--- config.mk ---
export PLATFORM = sky130hd
export DESIGN_NAME = emb_queue
export DESIGN_NICKNAME = d
export VERILOG_FILES = /design/src/hdl/emb_pkg.sv /design/src/hdl/emb_queue.sv
export SDC_FILE = /design/constraint.sdc
export NUM_CORES = 1
export LEC_CHECK = 0
export CORE_MARGIN = 2
export CORE_UTILIZATION = 40
export CTS_BUF_LIST = sky130_fd_sc_hd__clkbuf_4 sky130_fd_sc_hd__clkbuf_8
export CTS_CLUSTER_SIZE = 16
export DETAILED_ROUTE_END_ITERATION = 8
export DONT_BUFFER_PORTS = 1
export GPL_ROUTABILITY_DRIVEN = 0
export HOLD_SLACK_MARGIN = 0.05
export REMOVE_ABC_BUFFERS = 1
export SLEW_MARGIN = 20
export SYNTH_ARGS = -nofsm -noshare
export SYNTH_HDL_FRONTEND = slang
export SYNTH_SLANG_ARGS = --single-unit
--- constraint.sdc ---
create_clock -name clk -period 5 [get_ports clk]
set_input_delay 1.5 -clock clk [delete_from_list [all_inputs] [get_ports clk]]
set_output_delay 1.5 -clock clk [all_outputs]
set_load 0.02 [all_outputs]
--- src/hdl/emb_pkg.sv ---
// shared types, codes and constants of the emulated memory bus decoder
package emb_pkg;

    // input modes
    localparam logic [2:0] MODE_READ      = 3'd0;
    localparam logic [2:0] MODE_WRITE     = 3'd1;
    localparam logic [2:0] MODE_SET_FRAME = 3'd2;
    localparam logic [2:0] MODE_SET_CYC   = 3'd3;
    localparam logic [2:0] MODE_IRQ_RAISE = 3'd4;

    // access sizes
    localparam logic [1:0] SZ_BYTE = 2'd0;
    localparam logic [1:0] SZ_HALF = 2'd1;
    localparam logic [1:0] SZ_WORD = 2'd2;
    localparam logic [1:0] SZ_BAD  = 2'd3;

    // configuration register indexes
    localparam logic [2:0] CFG_MAIN_BASE  = 3'd0;
    localparam logic [2:0] CFG_VRAM_BASE  = 3'd1;
    localparam logic [2:0] CFG_AUDIO_BASE = 3'd2;
    localparam logic [2:0] CFG_EEP_BASE   = 3'd3;
    localparam logic [2:0] CFG_GPU_BASE   = 3'd4;
    localparam logic [2:0] CFG_IO_BASE    = 3'd5;
    localparam logic [2:0] CFG_BUDGET     = 3'd6;
    localparam logic [2:0] CFG_VERSION    = 3'd7;

    localparam logic [31:0] MAIN_BASE_RST  = 32'h0000_0000;
    localparam logic [31:0] VRAM_BASE_RST  = 32'h0100_0000;
    localparam logic [31:0] AUDIO_BASE_RST = 32'h0200_0000;
    localparam logic [31:0] EEP_BASE_RST   = 32'h0300_0000;
    localparam logic [31:0] GPU_BASE_RST   = 32'h0400_0000;
    localparam logic [31:0] IO_BASE_RST    = 32'h1000_0000;
    localparam logic [31:0] BUDGET_RST     = 32'h0000_0000;
    localparam logic [31:0] VERSION_RST    = 32'h0000_0001;

    // region codes, in match priority order
    localparam int NUM_RGN = 6;
    localparam logic [2:0] RGN_MAIN  = 3'd0;
    localparam logic [2:0] RGN_VIDEO = 3'd1;
    localparam logic [2:0] RGN_AUDIO = 3'd2;
    localparam logic [2:0] RGN_EEP   = 3'd3;
    localparam logic [2:0] RGN_GPU   = 3'd4;
    localparam logic [2:0] RGN_IO    = 3'd5;

    // default region sizes in bytes
    localparam int MAIN_BYTES_DEF    = 65536;
    localparam int VIDEO_BYTES_DEF   = 16384;
    localparam int AUDIO_BYTES_DEF   = 4096;
    localparam int EEPROM_BYTES_DEF  = 1024;
    localparam int GPU_CMD_BYTES_DEF = 4096;
    localparam int IO_BYTES_DEF      = 4096;

    // offset width covers the largest region, rows are groups of four byte lanes
    localparam int OFF_W  = 24;
    localparam int ROW_AW = OFF_W - 2;
    localparam int LANES  = 4;

    // system register offsets from io_base
    localparam logic [31:0] OFF_FRAME     = 32'h100;
    localparam logic [31:0] OFF_VERSION   = 32'h200;
    localparam logic [31:0] OFF_MAIN_SZ   = 32'h204;
    localparam logic [31:0] OFF_VIDEO_SZ  = 32'h208;
    localparam logic [31:0] OFF_AUDIO_SZ  = 32'h20C;
    localparam logic [31:0] OFF_RANDOM    = 32'h210;
    localparam logic [31:0] OFF_CYCLES    = 32'h214;
    localparam logic [31:0] OFF_CYC_MAX   = 32'h218;
    localparam logic [31:0] OFF_IRQ_PEND  = 32'h300;
    localparam logic [31:0] OFF_IRQ_EN    = 32'h304;
    localparam logic [31:0] OFF_IRQ_ACK   = 32'h308;

    localparam logic [31:0] LCG_MUL = 32'd1103515245;
    localparam logic [31:0] LCG_ADD = 32'd12345;

    // work kinds handed from front to back
    localparam logic [3:0] K_NOP       = 4'd0;
    localparam logic [3:0] K_MEM_RD    = 4'd1;
    localparam logic [3:0] K_MEM_WR    = 4'd2;
    localparam logic [3:0] K_REG_VAL   = 4'd3;
    localparam logic [3:0] K_REG_FRAME = 4'd4;
    localparam logic [3:0] K_REG_RAND  = 4'd5;
    localparam logic [3:0] K_REG_CYC   = 4'd6;
    localparam logic [3:0] K_REG_IRQ   = 4'd7;
    localparam logic [3:0] K_IRQ_ACK   = 4'd8;
    localparam logic [3:0] K_SET_FRAME = 4'd9;
    localparam logic [3:0] K_SET_CYC   = 4'd10;
    localparam logic [3:0] K_IRQ_RAISE = 4'd11;

    typedef struct packed {
        logic [3:0]       kind;
        logic [2:0]       region;
        logic [1:0]       size;
        logic [OFF_W-1:0] off;
        logic [31:0]      data;
    } entry_t;

    typedef struct packed {
        logic empty;
        logic full;
    } q_status_t;

endpackage

--- src/hdl/emb_queue.sv ---
// two-entry queue between front and back
module emb_queue (
    input  logic               clk,
    input  logic               rst_n,
    input  logic               push,
    input  emb_pkg::entry_t    push_entry,
    input  logic               pop,
    output emb_pkg::entry_t    head,
    output emb_pkg::q_status_t status
);

    emb_pkg::entry_t slot_reg [2];
    logic       rd_ptr_reg;
    logic       wr_ptr_reg;
    logic [1:0] count_reg;

    always_ff @(posedge clk or negedge rst_n)
    begin
        if (!rst_n)
        begin
            rd_ptr_reg <= 1'b0;
            wr_ptr_reg <= 1'b0;
            count_reg  <= 2'd0;
        end
        else
        begin
            if (push)
                wr_ptr_reg <= ~wr_ptr_reg;
            if (pop)
                rd_ptr_reg <= ~rd_ptr_reg;
            if (push && !pop)
                count_reg <= count_reg + 2'd1;
            else if (pop && !push)
                count_reg <= count_reg - 2'd1;
        end
    end

    always_ff @(posedge clk)
    begin
        if (push)
            slot_reg[wr_ptr_reg] <= push_entry;
    end

    assign head         = slot_reg[rd_ptr_reg];
    assign status.empty = (count_reg == 2'd0);
    assign status.full  = (count_reg == 2'd2);

endmodule

==> results.yml <==
cts:
  cts_buffer_depth: 2
  cts_tree: "done"
  cts_root_buffer: "clkbuf_8"
  htree_levels: 4
  clk_latency_ps: 430
  post_cts_buffers: 0
  clock_sinks: 134
  cts_hold_buf: 0
  path_clk_slew_ps: 60
  cts_buffers: 17
  cts_resized: 0
finish:
  largest_register_ffs: 130
  final_area_mm2: 0.00556
  drive_gt1_share_pct: 38.3
  syn2layout_area_growth_pct: 10.3
  nets: 303
  utilization_pct: 45.7
  antenna_cells: 0
yosys:
  synth_cell_type_count: 13
  yosys_register_bits: 134
  netlist_area_mm2: 0.00504
  avgSynthCellArea_um2: 23.1
  synth.yosys.warnings: 0
  synth.yosys.seq_area_share_pct: 79.5
  syn_inst: 218
sta:
  finalCritPeriodShare_pct: 68.5
  setup_violations: 0
  rsz0062_at_grt: "no"
  whs_ps: 490
  hold_viol: 0
  fmax_mhz: 292
  tns_ps: 0
  report.final.slew_viol_count: 0
  skew_ps: 10.3
  worst_pin_slew_ps: 908
  period_minus_slack_ps: 3420
  relSlewSlack_pct: 39.5
floorplan:
  pin_count: 136
  die_width_um: 116
  coreArea_mm2: 0.0122
  die_area_mm2: 0.0135
  rows: 40
  die_y_um: 116
  initial_core_util_pct: 41.4
pwr:
  p_int_uw: 2270
  p_switching_uw: 1070
  vdd_drop_max_uv: 392
  power.share.sequential_pct: 48.1
  power.density_mw_per_mm2: 600
  comb_power_share_pct: 29.5
  sw_frac_of_total_pct: 32.0
  p_leak_uw: 0.00193
  clkPwrFrac_pct: 22.4
route:
  firstDrtPassIters: 4
  ant_nets: 0
  vias_per_cell: 4.82
  drt-wirelength-per-cell_um: 19.4
  route.detailed.drc: 0
  via_count: 1979
  drt_iter0_drc: 121
  wl_um: 7980
global_route:
  gr-total-overflow: 0
  grt_antenna_before_repair: 0
  track_usage_pct: 12.4
  grt_max_degree: 67
  grt_pass1_vias: 2151
  grt_pass1_wl_um: 11600
outcome:
  status: "finished clean"
critical_path:
  cp.required_ps: 3500
  crit_type: "reg -> out"
  critPathMaxFanout: 41
  cp-start-kind: "flip-flop"
  cp.arrival_ps: 1920
  end_kind: "output port"
placement:
  placed_area_mm2: 0.00521
  dp.final_hpwl_um: 4980
  io_buffer_count: 0
job:
  max_cap_viol_count: 0
worst_hold_path:
  min_path_type: "reg -> reg"
## final timing paths
path,start,end,depth (start not counted),slack (ps)
max,rd_ptr_reg,head[55],2,1580
min,count_reg[1],count_reg[1],1,490
max reg2reg,wr_ptr_reg,slot_reg[0][55],2,3110
min reg2reg,count_reg[1],count_reg[1],1,490
max in group asynchronous,rst_n,rd_ptr_reg,0,4160
min in group asynchronous,rst_n,rd_ptr_reg,0,770
## through the flow
| step | total power (uW) | worst slack (ps) | cells |
|---|---|---|---|
| 2_1_floorplan | 2500 | 147 | 211 |
| 3_3_place_gp | 2610 | 1810 | 381 |
| 3_5_place_dp | 2630 | 1790 | 381 |
| 4_1_cts | 3380 | 1290 | 410 |
| 5_1_grt | 3500 | 1460 | 411 |
| 6_report | 3330 | 1580 | 411 |
## critical path, cell delays in order, from the launching register on
cell and delay, ps:
dfrtp_4 710, buf_16 330, mux2_2 440
## cells in the final DEF (no fill, tap or decap), types with 2 or more instances in the layout
cell / n
edfxtp_1: 130
mux2_4: 40
mux2_2: 25
clkbuf_8: 17
clkinv_1: 7
xor2_1: 4
clkbuf_4: 3
dfrtp_1: 3
nor2_1: 2
buf_4: 2
## cells in the mapped netlist, drive strengths merged
master  instances  area share, %
and2            1           0.12
buf             7            1.3
dfrtp           4            2.0
edfxtp        130             77
ha              1           0.25
inv             1          0.074
mux2           65             18
nor2            2           0.15
nor2b           2           0.25
xnor2           1           0.17
xor2            4           0.70
## logic make-up (layout without fill, tap and decap cells)
family / after synthesis / count (layout) / share of synthesized area [%]
AND/OR/NAND/NOR: 5 / 5 / 0.522
multiplexers: 65 / 65 / 17.5
buffers and inverters: 8 / 33 / 1.39
flip-flops: 134 / 134 / 79.5
XOR/XNOR: 5 / 5 / 0.869
adder cells (fa/ha/maj): 1 / 1 / 0.248
## area by class of cell
cell class,instances,area [um^2]
timing repair buffer,3,42.5
multi-input combinational,76,975
fill,1059,6600
sequential,134,4010
tap,168,210
clock buffer,20,256
clock inverter,9,63.8
inverter,1,3.75
## routing by layer
| metal | vias up | part of all wire, % | global-route usage (%) |
|---|---|---|---|
| li1 | 886 | - | - |
| met1 | 975 | 35 | 12.5 |
| met2 | 105 | 49 | 19.2 |
| met3 | 13 | 14 | 8.98 |
| met4 | 0 | 1.9 | 5.95 |
| met5 | - | 0 | 0 |
## power by group through the flow
| stage | clock network [uW] | registers (uW) | logic [uW] |
|---|---|---|---|
| CTS | 778 | 1690 | 911 |
| finish | 747 | 1600 | 984 |
| global route | 827 | 1630 | 1050 |
| floorplan | 0 | 1670 | 832 |
| detailed placement | 0 | 1720 | 910 |
| global placement | 0 | 1710 | 905 |
(Power assumes the default switching activity.)
