`config.mk`:
```
export PLATFORM = sky130hd
export DESIGN_NAME = emb_front
export DESIGN_NICKNAME = d
export VERILOG_FILES = /design/src/hdl/emb_pkg.sv /design/src/hdl/emb_front.sv
export SDC_FILE = /design/constraint.sdc
export NUM_CORES = 1
export LEC_CHECK = 0
export BUFFER_PORTS_ARGS = -buffer_cell sky130_fd_sc_hd__buf_2
export CAP_MARGIN = 20
export CORE_ASPECT_RATIO = 0.8
export CORE_MARGIN = 1.5
export CORE_UTILIZATION = 55
export DETAILED_ROUTE_END_ITERATION = 6
export PLACE_DENSITY = 0.88
export REMOVE_ABC_BUFFERS = 1
export SYNTH_ARGS = -nofsm -noshare
export SYNTH_HDL_FRONTEND = slang
export SYNTH_SLANG_ARGS = --single-unit
```
`constraint.sdc`:
```
create_clock -name clk -period 5.3 [get_ports clk]
set_input_delay 0.265 -clock clk [delete_from_list [all_inputs] [get_ports clk]]
set_output_delay 0.265 -clock clk [all_outputs]
set_load 0.1 [all_outputs]
```
`src/hdl/emb_pkg.sv`:
```
// shared types, codes and constants of the emulated memory bus decoder
package emb_pkg;

    // input modes
    localparam logic [2:0] MODE_READ      = 3'd0;
    localparam logic [2:0] MODE_WRITE     = 3'd1;
    localparam logic [2:0] MODE_SET_FRAME = 3'd2;
    localparam logic [2:0] MODE_SET_CYC   = 3'd3;
    localparam logic [2:0] MODE_IRQ_RAISE = 3'd4;

    // access sizes
    localparam logic [1:0] SZ_BYTE = 2'd0;
    localparam logic [1:0] SZ_HALF = 2'd1;
    localparam logic [1:0] SZ_WORD = 2'd2;
    localparam logic [1:0] SZ_BAD  = 2'd3;

    // configuration register indexes
    localparam logic [2:0] CFG_MAIN_BASE  = 3'd0;
    localparam logic [2:0] CFG_VRAM_BASE  = 3'd1;
    localparam logic [2:0] CFG_AUDIO_BASE = 3'd2;
    localparam logic [2:0] CFG_EEP_BASE   = 3'd3;
    localparam logic [2:0] CFG_GPU_BASE   = 3'd4;
    localparam logic [2:0] CFG_IO_BASE    = 3'd5;
    localparam logic [2:0] CFG_BUDGET     = 3'd6;
    localparam logic [2:0] CFG_VERSION    = 3'd7;

    localparam logic [31:0] MAIN_BASE_RST  = 32'h0000_0000;
    localparam logic [31:0] VRAM_BASE_RST  = 32'h0100_0000;
    localparam logic [31:0] AUDIO_BASE_RST = 32'h0200_0000;
    localparam logic [31:0] EEP_BASE_RST   = 32'h0300_0000;
    localparam logic [31:0] GPU_BASE_RST   = 32'h0400_0000;
    localparam logic [31:0] IO_BASE_RST    = 32'h1000_0000;
    localparam logic [31:0] BUDGET_RST     = 32'h0000_0000;
    localparam logic [31:0] VERSION_RST    = 32'h0000_0001;

    // region codes, in match priority order
    localparam int NUM_RGN = 6;
    localparam logic [2:0] RGN_MAIN  = 3'd0;
    localparam logic [2:0] RGN_VIDEO = 3'd1;
    localparam logic [2:0] RGN_AUDIO = 3'd2;
    localparam logic [2:0] RGN_EEP   = 3'd3;
    localparam logic [2:0] RGN_GPU   = 3'd4;
    localparam logic [2:0] RGN_IO    = 3'd5;

    // default region sizes in bytes
    localparam int MAIN_BYTES_DEF    = 65536;
    localparam int VIDEO_BYTES_DEF   = 16384;
    localparam int AUDIO_BYTES_DEF   = 4096;
    localparam int EEPROM_BYTES_DEF  = 1024;
    localparam int GPU_CMD_BYTES_DEF = 4096;
    localparam int IO_BYTES_DEF      = 4096;

    // offset width covers the largest region, rows are groups of four byte lanes
    localparam int OFF_W  = 24;
    localparam int ROW_AW = OFF_W - 2;
    localparam int LANES  = 4;

    // system register offsets from io_base
    localparam logic [31:0] OFF_FRAME     = 32'h100;
    localparam logic [31:0] OFF_VERSION   = 32'h200;
    localparam logic [31:0] OFF_MAIN_SZ   = 32'h204;
    localparam logic [31:0] OFF_VIDEO_SZ  = 32'h208;
    localparam logic [31:0] OFF_AUDIO_SZ  = 32'h20C;
    localparam logic [31:0] OFF_RANDOM    = 32'h210;
    localparam logic [31:0] OFF_CYCLES    = 32'h214;
    localparam logic [31:0] OFF_CYC_MAX   = 32'h218;
    localparam logic [31:0] OFF_IRQ_PEND  = 32'h300;
    localparam logic [31:0] OFF_IRQ_EN    = 32'h304;
    localparam logic [31:0] OFF_IRQ_ACK   = 32'h308;

    localparam logic [31:0] LCG_MUL = 32'd1103515245;
    localparam logic [31:0] LCG_ADD = 32'd12345;

    // work kinds handed from front to back
    localparam logic [3:0] K_NOP       = 4'd0;
    localparam logic [3:0] K_MEM_RD    = 4'd1;
    localparam logic [3:0] K_MEM_WR    = 4'd2;
    localparam logic [3:0] K_REG_VAL   = 4'd3;
    localparam logic [3:0] K_REG_FRAME = 4'd4;
    localparam logic [3:0] K_REG_RAND  = 4'd5;
    localparam logic [3:0] K_REG_CYC   = 4'd6;
    localparam logic [3:0] K_REG_IRQ   = 4'd7;
    localparam logic [3:0] K_IRQ_ACK   = 4'd8;
    localparam logic [3:0] K_SET_FRAME = 4'd9;
    localparam logic [3:0] K_SET_CYC   = 4'd10;
    localparam logic [3:0] K_IRQ_RAISE = 4'd11;

    typedef struct packed {
        logic [3:0]       kind;
        logic [2:0]       region;
        logic [1:0]       size;
        logic [OFF_W-1:0] off;
        logic [31:0]      data;
    } entry_t;

    typedef struct packed {
        logic empty;
        logic full;
    } q_status_t;

endpackage

```
`src/hdl/emb_front.sv`:
```
// front end: configuration registers and classification of each bus word
module emb_front #(
    parameter int MAIN_BYTES    = emb_pkg::MAIN_BYTES_DEF,
    parameter int VIDEO_BYTES   = emb_pkg::VIDEO_BYTES_DEF,
    parameter int AUDIO_BYTES   = emb_pkg::AUDIO_BYTES_DEF,
    parameter int EEPROM_BYTES  = emb_pkg::EEPROM_BYTES_DEF,
    parameter int GPU_CMD_BYTES = emb_pkg::GPU_CMD_BYTES_DEF,
    parameter int IO_BYTES      = emb_pkg::IO_BYTES_DEF
) (
    input  logic                clk,
    input  logic                rst_n,
    input  logic                cfg_we,
    input  logic [2:0]          cfg_index,
    input  logic [31:0]         cfg_data,
    input  logic [2:0]          mode,
    input  logic [1:0]          access_size,
    input  logic [31:0]         address,
    input  logic [31:0]         write_data,
    input  logic [31:0]         frame_value,
    input  logic [31:0]         cycles_value,
    input  logic [7:0]          irq_raise_mask,
    output emb_pkg::entry_t     entry
);

    localparam logic [31:0] SIZE_A [emb_pkg::NUM_RGN] = '{
        32'(MAIN_BYTES), 32'(VIDEO_BYTES), 32'(AUDIO_BYTES),
        32'(EEPROM_BYTES), 32'(GPU_CMD_BYTES), 32'(IO_BYTES)
    };

    logic [31:0] base_reg [emb_pkg::NUM_RGN];
    logic [31:0] budget_reg;
    logic [31:0] version_reg;

    always_ff @(posedge clk or negedge rst_n)
    begin
        if (!rst_n)
        begin
            base_reg[0] <= emb_pkg::MAIN_BASE_RST;
            base_reg[1] <= emb_pkg::VRAM_BASE_RST;
            base_reg[2] <= emb_pkg::AUDIO_BASE_RST;
            base_reg[3] <= emb_pkg::EEP_BASE_RST;
            base_reg[4] <= emb_pkg::GPU_BASE_RST;
            base_reg[5] <= emb_pkg::IO_BASE_RST;
            budget_reg  <= emb_pkg::BUDGET_RST;
            version_reg <= emb_pkg::VERSION_RST;
        end
        else if (cfg_we)
        begin
            unique case (cfg_index)
                emb_pkg::CFG_MAIN_BASE:  base_reg[0] <= cfg_data;
                emb_pkg::CFG_VRAM_BASE:  base_reg[1] <= cfg_data;
                emb_pkg::CFG_AUDIO_BASE: base_reg[2] <= cfg_data;
                emb_pkg::CFG_EEP_BASE:   base_reg[3] <= cfg_data;
                emb_pkg::CFG_GPU_BASE:   base_reg[4] <= cfg_data;
                emb_pkg::CFG_IO_BASE:    base_reg[5] <= cfg_data;
                emb_pkg::CFG_BUDGET:     budget_reg  <= cfg_data;
                emb_pkg::CFG_VERSION:    version_reg <= cfg_data;
                default:                 budget_reg  <= budget_reg;
            endcase
        end
    end

    logic [31:0] rgn_off  [emb_pkg::NUM_RGN];
    logic [31:0] rgn_left [emb_pkg::NUM_RGN];
    logic [emb_pkg::NUM_RGN-1:0] rgn_in;
    logic [emb_pkg::NUM_RGN-1:0] rgn_fit;
    logic [2:0]  nbytes;
    logic [31:0] io_off;
    logic        io_word;
    logic        found;
    logic [2:0]  sel;

    always_comb
    begin
        nbytes = 3'd1 << access_size;
        for (int r = 0; r < emb_pkg::NUM_RGN; r++)
        begin
            rgn_off[r]  = address - base_reg[r];
            rgn_left[r] = SIZE_A[r] - rgn_off[r];
            rgn_in[r]   = rgn_off[r] < SIZE_A[r];
            rgn_fit[r]  = rgn_left[r] >= {29'd0, nbytes};
        end
        // first matching region wins
        found = 1'b0;
        sel   = emb_pkg::RGN_MAIN;
        for (int r = emb_pkg::NUM_RGN - 1; r >= 0; r--)
        begin
            if (rgn_in[r])
            begin
                found = 1'b1;
                sel   = 3'(r);
            end
        end
        io_off  = address - base_reg[5];
        io_word = (access_size == emb_pkg::SZ_WORD) && (io_off < SIZE_A[5]);
    end

    always_comb
    begin
        entry        = '0;
        entry.kind   = emb_pkg::K_NOP;
        entry.size   = access_size;
        entry.region = sel;
        entry.off    = rgn_off[sel][emb_pkg::OFF_W-1:0];
        entry.data   = write_data;
        case (mode)
            emb_pkg::MODE_READ, emb_pkg::MODE_WRITE:
            begin
                if (access_size != emb_pkg::SZ_BAD)
                begin
                    if (found && rgn_fit[sel])
                        entry.kind = (mode == emb_pkg::MODE_READ) ? emb_pkg::K_MEM_RD
                                                                  : emb_pkg::K_MEM_WR;
                    // system registers win over any region
                    if (io_word && mode == emb_pkg::MODE_READ)
                    begin
                        if (io_off == emb_pkg::OFF_FRAME)
                            entry.kind = emb_pkg::K_REG_FRAME;
                        else if (io_off == emb_pkg::OFF_VERSION)
                        begin
                            entry.kind = emb_pkg::K_REG_VAL;
                            entry.data = version_reg;
                        end
                        else if (io_off == emb_pkg::OFF_MAIN_SZ)
                        begin
                            entry.kind = emb_pkg::K_REG_VAL;
                            entry.data = SIZE_A[0];
                        end
                        else if (io_off == emb_pkg::OFF_VIDEO_SZ)
                        begin
                            entry.kind = emb_pkg::K_REG_VAL;
                            entry.data = SIZE_A[1];
                        end
                        else if (io_off == emb_pkg::OFF_AUDIO_SZ)
                        begin
                            entry.kind = emb_pkg::K_REG_VAL;
                            entry.data = SIZE_A[2];
                        end
                        else if (io_off == emb_pkg::OFF_RANDOM)
                            entry.kind = emb_pkg::K_REG_RAND;
                        else if (io_off == emb_pkg::OFF_CYCLES)
                            entry.kind = emb_pkg::K_REG_CYC;
                        else if (io_off == emb_pkg::OFF_CYC_MAX)
                        begin
                            entry.kind = emb_pkg::K_REG_VAL;
                            entry.data = budget_reg;
                        end
                        else if (io_off == emb_pkg::OFF_IRQ_PEND)
                            entry.kind = emb_pkg::K_REG_IRQ;
                        else if (io_off == emb_pkg::OFF_IRQ_EN)
                        begin
                            // irq enable is a plain word of io store
                            entry.kind   = emb_pkg::K_MEM_RD;
                            entry.region = emb_pkg::RGN_IO;
                            entry.off    = io_off[emb_pkg::OFF_W-1:0];
                        end
                    end
                    else if (io_word && io_off == emb_pkg::OFF_IRQ_ACK)
                        entry.kind = emb_pkg::K_IRQ_ACK;
                end
            end
            emb_pkg::MODE_SET_FRAME:
            begin
                entry.kind = emb_pkg::K_SET_FRAME;
                entry.data = frame_value;
            end
            emb_pkg::MODE_SET_CYC:
            begin
                entry.kind = emb_pkg::K_SET_CYC;
                entry.data = cycles_value;
            end
            emb_pkg::MODE_IRQ_RAISE:
            begin
                entry.kind = emb_pkg::K_IRQ_RAISE;
                entry.data = {24'd0, irq_raise_mask};
            end
            default: entry.kind = emb_pkg::K_NOP;
        endcase
    end

endmodule

```
==> results of run 1 <==
==> per-layer routing <==
layer / GRT overflow / track usage (%)
met5: 10 / 57.9
met4: 245 / 76.4
met3: 46 / 74.0
met2: 329 / 88.9
met1: 52 / 80.8
==> repair_timing <==
item | 4_1_cts
gates resized for setup | 236
hold endpoints to repair | 95
endpoints found under the setup margin | 63
buffers inserted | 36
hold buffers | 4
pin swaps | 70
gates cloned | 5
==> kinds of logic after synthesis <==
logic type,after synthesis
buffers and inverters,427
DFF,256
muxes,200
and+or+nand+nor,1266
AOI/OAI and AO/OA,1222
xor gates and xnor gates,166
adders and majority gates,216
==> metrics by stage <==
step / area [µm²] / hold WS, ps
2_1_floorplan: 28100 / -30.6
3_5_place_dp: 36700 / 327
4_1_cts: 39200 / 5.69
3_3_place_gp: 36700 / 319
==> results.sh, run 1 <==
export IMPL_htree_levels=1
export IMPL_synth_area_um2=28900
export IMPL_synthTopCellsByCount="397 x nand2_1, 321 x o21ai_0, 272 x a21oi_1, 249 x dfrtp_1, 247 x inv_1"
export IMPL_synth_top_cell_area_share_pct=21.6
export IMPL_synthSimpleGateAreaFrac_pct=22.0
export IMPL_synth_fa_ha_area_share_pct=9.52
export IMPL_io_pin_count=244
export IMPL_cts_made_buffers=30
export IMPL_synth_cells=3753
export IMPL_hpwl_um=89400
export IMPL_die_y_um=208
export IMPL_worst_ep_kind="top-level output"
export IMPL_synth_xor_area_share_pct=5.09
export IMPL_cts_root_buf="clkbuf_16"
export IMPL_yosys_area_top_type="dfrtp_1"
export IMPL_place_congestion=1.15
export IMPL_fp_dieW_um=259
export IMPL_grt_start_max_net_pins=109
export IMPL_port_buffers=243
export IMPL_clock_sinks=256
export IMPL_ys_flop_type="dfrtp_1"
export IMPL_yosysMostFrequentCell="nand2_1"
export IMPL_ys_ff_latch=256
export IMPL_yosys_top_cells_area="dfrtp_1 22%, ha_1 9.1%, mux2_2 6.3%"
export IMPL_outcome="aborted with a tool error"
export IMPL_muxShareOfSynthArea_pct=7.64
export IMPL_yosysSeqAreaShare_pct=22.2
export IMPL_synth_top_family_by_area="compound AO/OA/AOI/OAI gates"
export IMPL_clk_path_buf_depth=3
export IMPL_ys_async_sr_fraction_pct=100
export IMPL_crit_endpoint="entry[61]"
export IMPL_pre_cts_slack_ps=-702
export IMPL_initial_core_util_pct=56.2
export IMPL_ys_warnings_count=0
export IMPL_stop_error="[ERROR GRT-0232] Routing congestion too high. Check the congestion heatmap in the GUI."
export IMPL_failed_stage="global routing (5_1_grt)"
export IMPL_synth_edff_count=0
export IMPL_num_rows=74
export IMPL_placed_cells=5235
export IMPL_synth_compound_area_share_pct=27.8
export IMPL_avgSynthCellArea_um2=7.69
export IMPL_track_usage_pct=80.4
export IMPL_gr_total_overflow=682
export IMPL_yosys_cell_types_count=101
==> run 2: changes to the inputs <==
- CORE_ASPECT_RATIO: 0.8 -> default
- CORE_UTILIZATION: 55 -> 40
- PLACE_DENSITY: 0.88 -> default
- PLACE_DENSITY_LB_ADDON: default -> 0.15
- clock period: 5.3 -> 6.9 ns (I/O delays scaled with it)
==> run 2 against run 1 <==
The flow now finishes without violations. Synthesized area is the same. Synthesized cell count is the same.
==> results.sh, run 2 <==
export IMPL_crit_fanout=23
export IMPL_largest_reg_flops=192
export IMPL_end_kind="output port"
export IMPL_finalHoldViolations=0
export IMPL_drive_gt1_share_pct=16.2
export IMPL_cap_viol_max_count=0
export IMPL_fin_skew_ps=0
export IMPL_p_leak_nw=14.2
export IMPL_yosys_cell_types_count=101
export IMPL_synthTopCellsByCount="397 x nand2_1, 321 x o21ai_0, 272 x a21oi_1, 249 x dfrtp_1, 247 x inv_1"
export IMPL_gr_total_overflow=0
export IMPL_avgRoutedWirePerCell_um=23.3
export IMPL_clk_pin_slew_ps=60
export IMPL_grt_start_max_net_pins=105
export IMPL_drv_slew=0
export IMPL_hpwl_um=92500
export IMPL_slowest_stage="or4_1"
export IMPL_outcome="completed"
export IMPL_start_kind="flip-flop"
export IMPL_fmax_ghz=0.151
export IMPL_max_stage_delay_ps=700
export IMPL_final_cells=4932
export IMPL_drt_vias_per_instance=6.14
export IMPL_die_y_um=272
export IMPL_synth_cells=3753
export IMPL_ys_warnings_count=0
export IMPL_final_cell_mix="397 x nand2_1, 321 x o21ai_0, 271 x a21oi_1"
export IMPL_drc=0
export IMPL_worst_setup_path_type="flip-flop to output port"
export IMPL_hp_class="input port to flip-flop"
export IMPL_ys_ff_latch=256
export IMPL_yosysMostFrequentCell="nand2_1"
export IMPL_drt_iter0_drc=2848
export IMPL_dieArea_um2=73800
export IMPL_nets=4349
export IMPL_cp_arrival_ps=6290
export IMPL_avgSynthCellArea_um2=7.69
export IMPL_htree_levels=2
export IMPL_clock_sinks=256
export IMPL_yosys_top_cells_area="dfrtp_1 22%, ha_1 9.1%, mux2_2 6.3%"
export IMPL_irDropWorstVdd_mv=0.313
export IMPL_period_needed_ps=6640
export IMPL_worstPathRequired_ps=6550
export IMPL_wl_um=115000
export IMPL_ys_async_sr_fraction_pct=100
export IMPL_track_usage_pct=30.2
export IMPL_power_density_nw_per_um2=332
export IMPL_clk_latency_ps=560
export IMPL_finalCritPeriodShare_pct=96.2
export IMPL_io_pin_count=244
export IMPL_yosysSeqAreaShare_pct=22.2
export IMPL_max_slew_margin_rel_pct=24.6
export IMPL_crit_chain="ha_1 -> inv_1 -> fa_1 -> a21o_1 -> a22o_1 -> o211ai_1 -> a21oi_1 -> and4b_1 -> a211o_1 -> or4_1 -> or4_1 -> nand2_1 -> nand4b_1 -> buf_4 -> inv_1 -> a31o_2 -> nor2_1 -> buf_2"
export IMPL_num_rows=98
export IMPL_path_delay_family="simple AND/OR/NAND/NOR gates"
export IMPL_fp_dieW_um=272
export IMPL_yosys_area_top_type="dfrtp_1"
export IMPL_first_pass_iters=6
export IMPL_synth_top_cell_area_share_pct=21.6
export IMPL_postRouteAntennaNets=0
export IMPL_cts_made_buffers=35
export IMPL_grt_pass1_vias=28500
export IMPL_layout_commonest_cell="nand2_1"
export IMPL_core_region_area_um2=71500
export IMPL_worst_slew_pin_slew_ps=1130
export IMPL_syn_to_final_growth_pct=15.2
export IMPL_cts_root_buf="clkbuf_16"
export IMPL_synth_edff_count=0
export IMPL_path_buf_inv=4
export IMPL_clk_path_buf_depth=3
export IMPL_finish_utilization_pct=46.5
export IMPL_finalSetupViolCount=0
export IMPL_antenna_found_initial=10
export IMPL_vias=30300
export IMPL_grt_pass1_wl_um=172000
export IMPL_tritoncts="yes"
export IMPL_ys_flop_type="dfrtp_1"
export IMPL_initial_core_util_pct=40.4
export IMPL_fin_hold_ws_ps=184
export IMPL_placed_cells=4864
export IMPL_port_buffers=243
export IMPL_synth_area_um2=28900
export IMPL_place_congestion=0.960
run 2: cell counts after synthesis:
Identical to the previous run, type by type.
run 2: routing by layer:
metal	GRT usage, %	vias to the layer above	wire length, µm	part of all wire [%]
li1	-	14400	-	-
met1	40.9	14600	50200	44
met2	49.1	1047	52600	46
met3	2.68	214	6990	6.1
met4	12.8	4	5170	4.5
met5	0	-	27	0.023
run 2: what timing repair did:
| item | 4_1_cts | 5_1_grt |
|---|---|---|
| hold endpoints to repair | 97 | 0 |
| resized for setup | 1 | 32 |
| setup buffers | 0 | 1 |
| setup endpoints to repair | 2 | 41 |
| hold buffers | 1 | 0 |
| pin swaps | 0 | 1 |
run 2: area by class of cell:
type	count	area (µm²)
Timing Repair Buffer	344	2580
Clock buffer	53	995
Multi-Input combinational cell	3070	21000
Sequential cell	256	6410
Fill cell	7251	38200
Tap cell	950	1190
Inverter	247	927
Antenna cell	2	5.00
Clock inverter	10	169
run 2: through the flow:
step	cell area [µm²]	TNS [ps]	total power, mW	setup slack [ps]
after floorplan	28100	-1810	6.83	-616
after global placement	31900	0	8.95	335
after detailed placement	31900	0	8.95	206
after CTS	33100	0	10.9	26.3
after global routing	33200	-2.29	11.7	-2.29
final	33300	0	11.0	262
run 2: path summary, 6_finish.rpt:
check                           depth (start not counted)     startpoint        endpoint  slack, ps
worst max-delay path                                   18  base_reg[160]       entry[47]        260
worst min-delay path                                    3   cfg_data[25]   base_reg[121]        180
worst max register to register                          2   base_reg[58]    base_reg[58]       6090
worst min register to register                          1   base_reg[81]    base_reg[81]        500
max in group asynchronous                               3          rst_n    base_reg[98]       5220
min in group asynchronous                               2          rst_n  budget_reg[29]        370
run 2: logic make-up after synthesis:
logic type	count (synthesis)	share of synthesized area, %
buffers and inverters	427	5.74
DFF	256	22.2
xor gates and xnor gates	166	5.09
AOI/OAI and AO/OA	1222	27.8
and+or+nand+nor	1266	22.0
muxes	200	7.64
adders and majority gates	216	9.52
run 2: power by group:
part	leakage (nW)	switching [mW]	total, mW	internal [mW]
Combinational	10.6	4.68	7.19	2.51
Sequential	3.08	0.125	1.95	1.83
Clock	0.566	0.747	1.90	1.15
Total	14.2	5.55	11.0	5.48
run 2: worst register-to-register path: cells and delay by family (launching register included):
| family | cells | cell delay (ps) |
|---|---|---|
| compound gates | 1 | 160 |
| flops | 1 | 510 |
| buf+inv | 1 | 60 |
No activity file was read; power rests on OpenSTA's default activity.
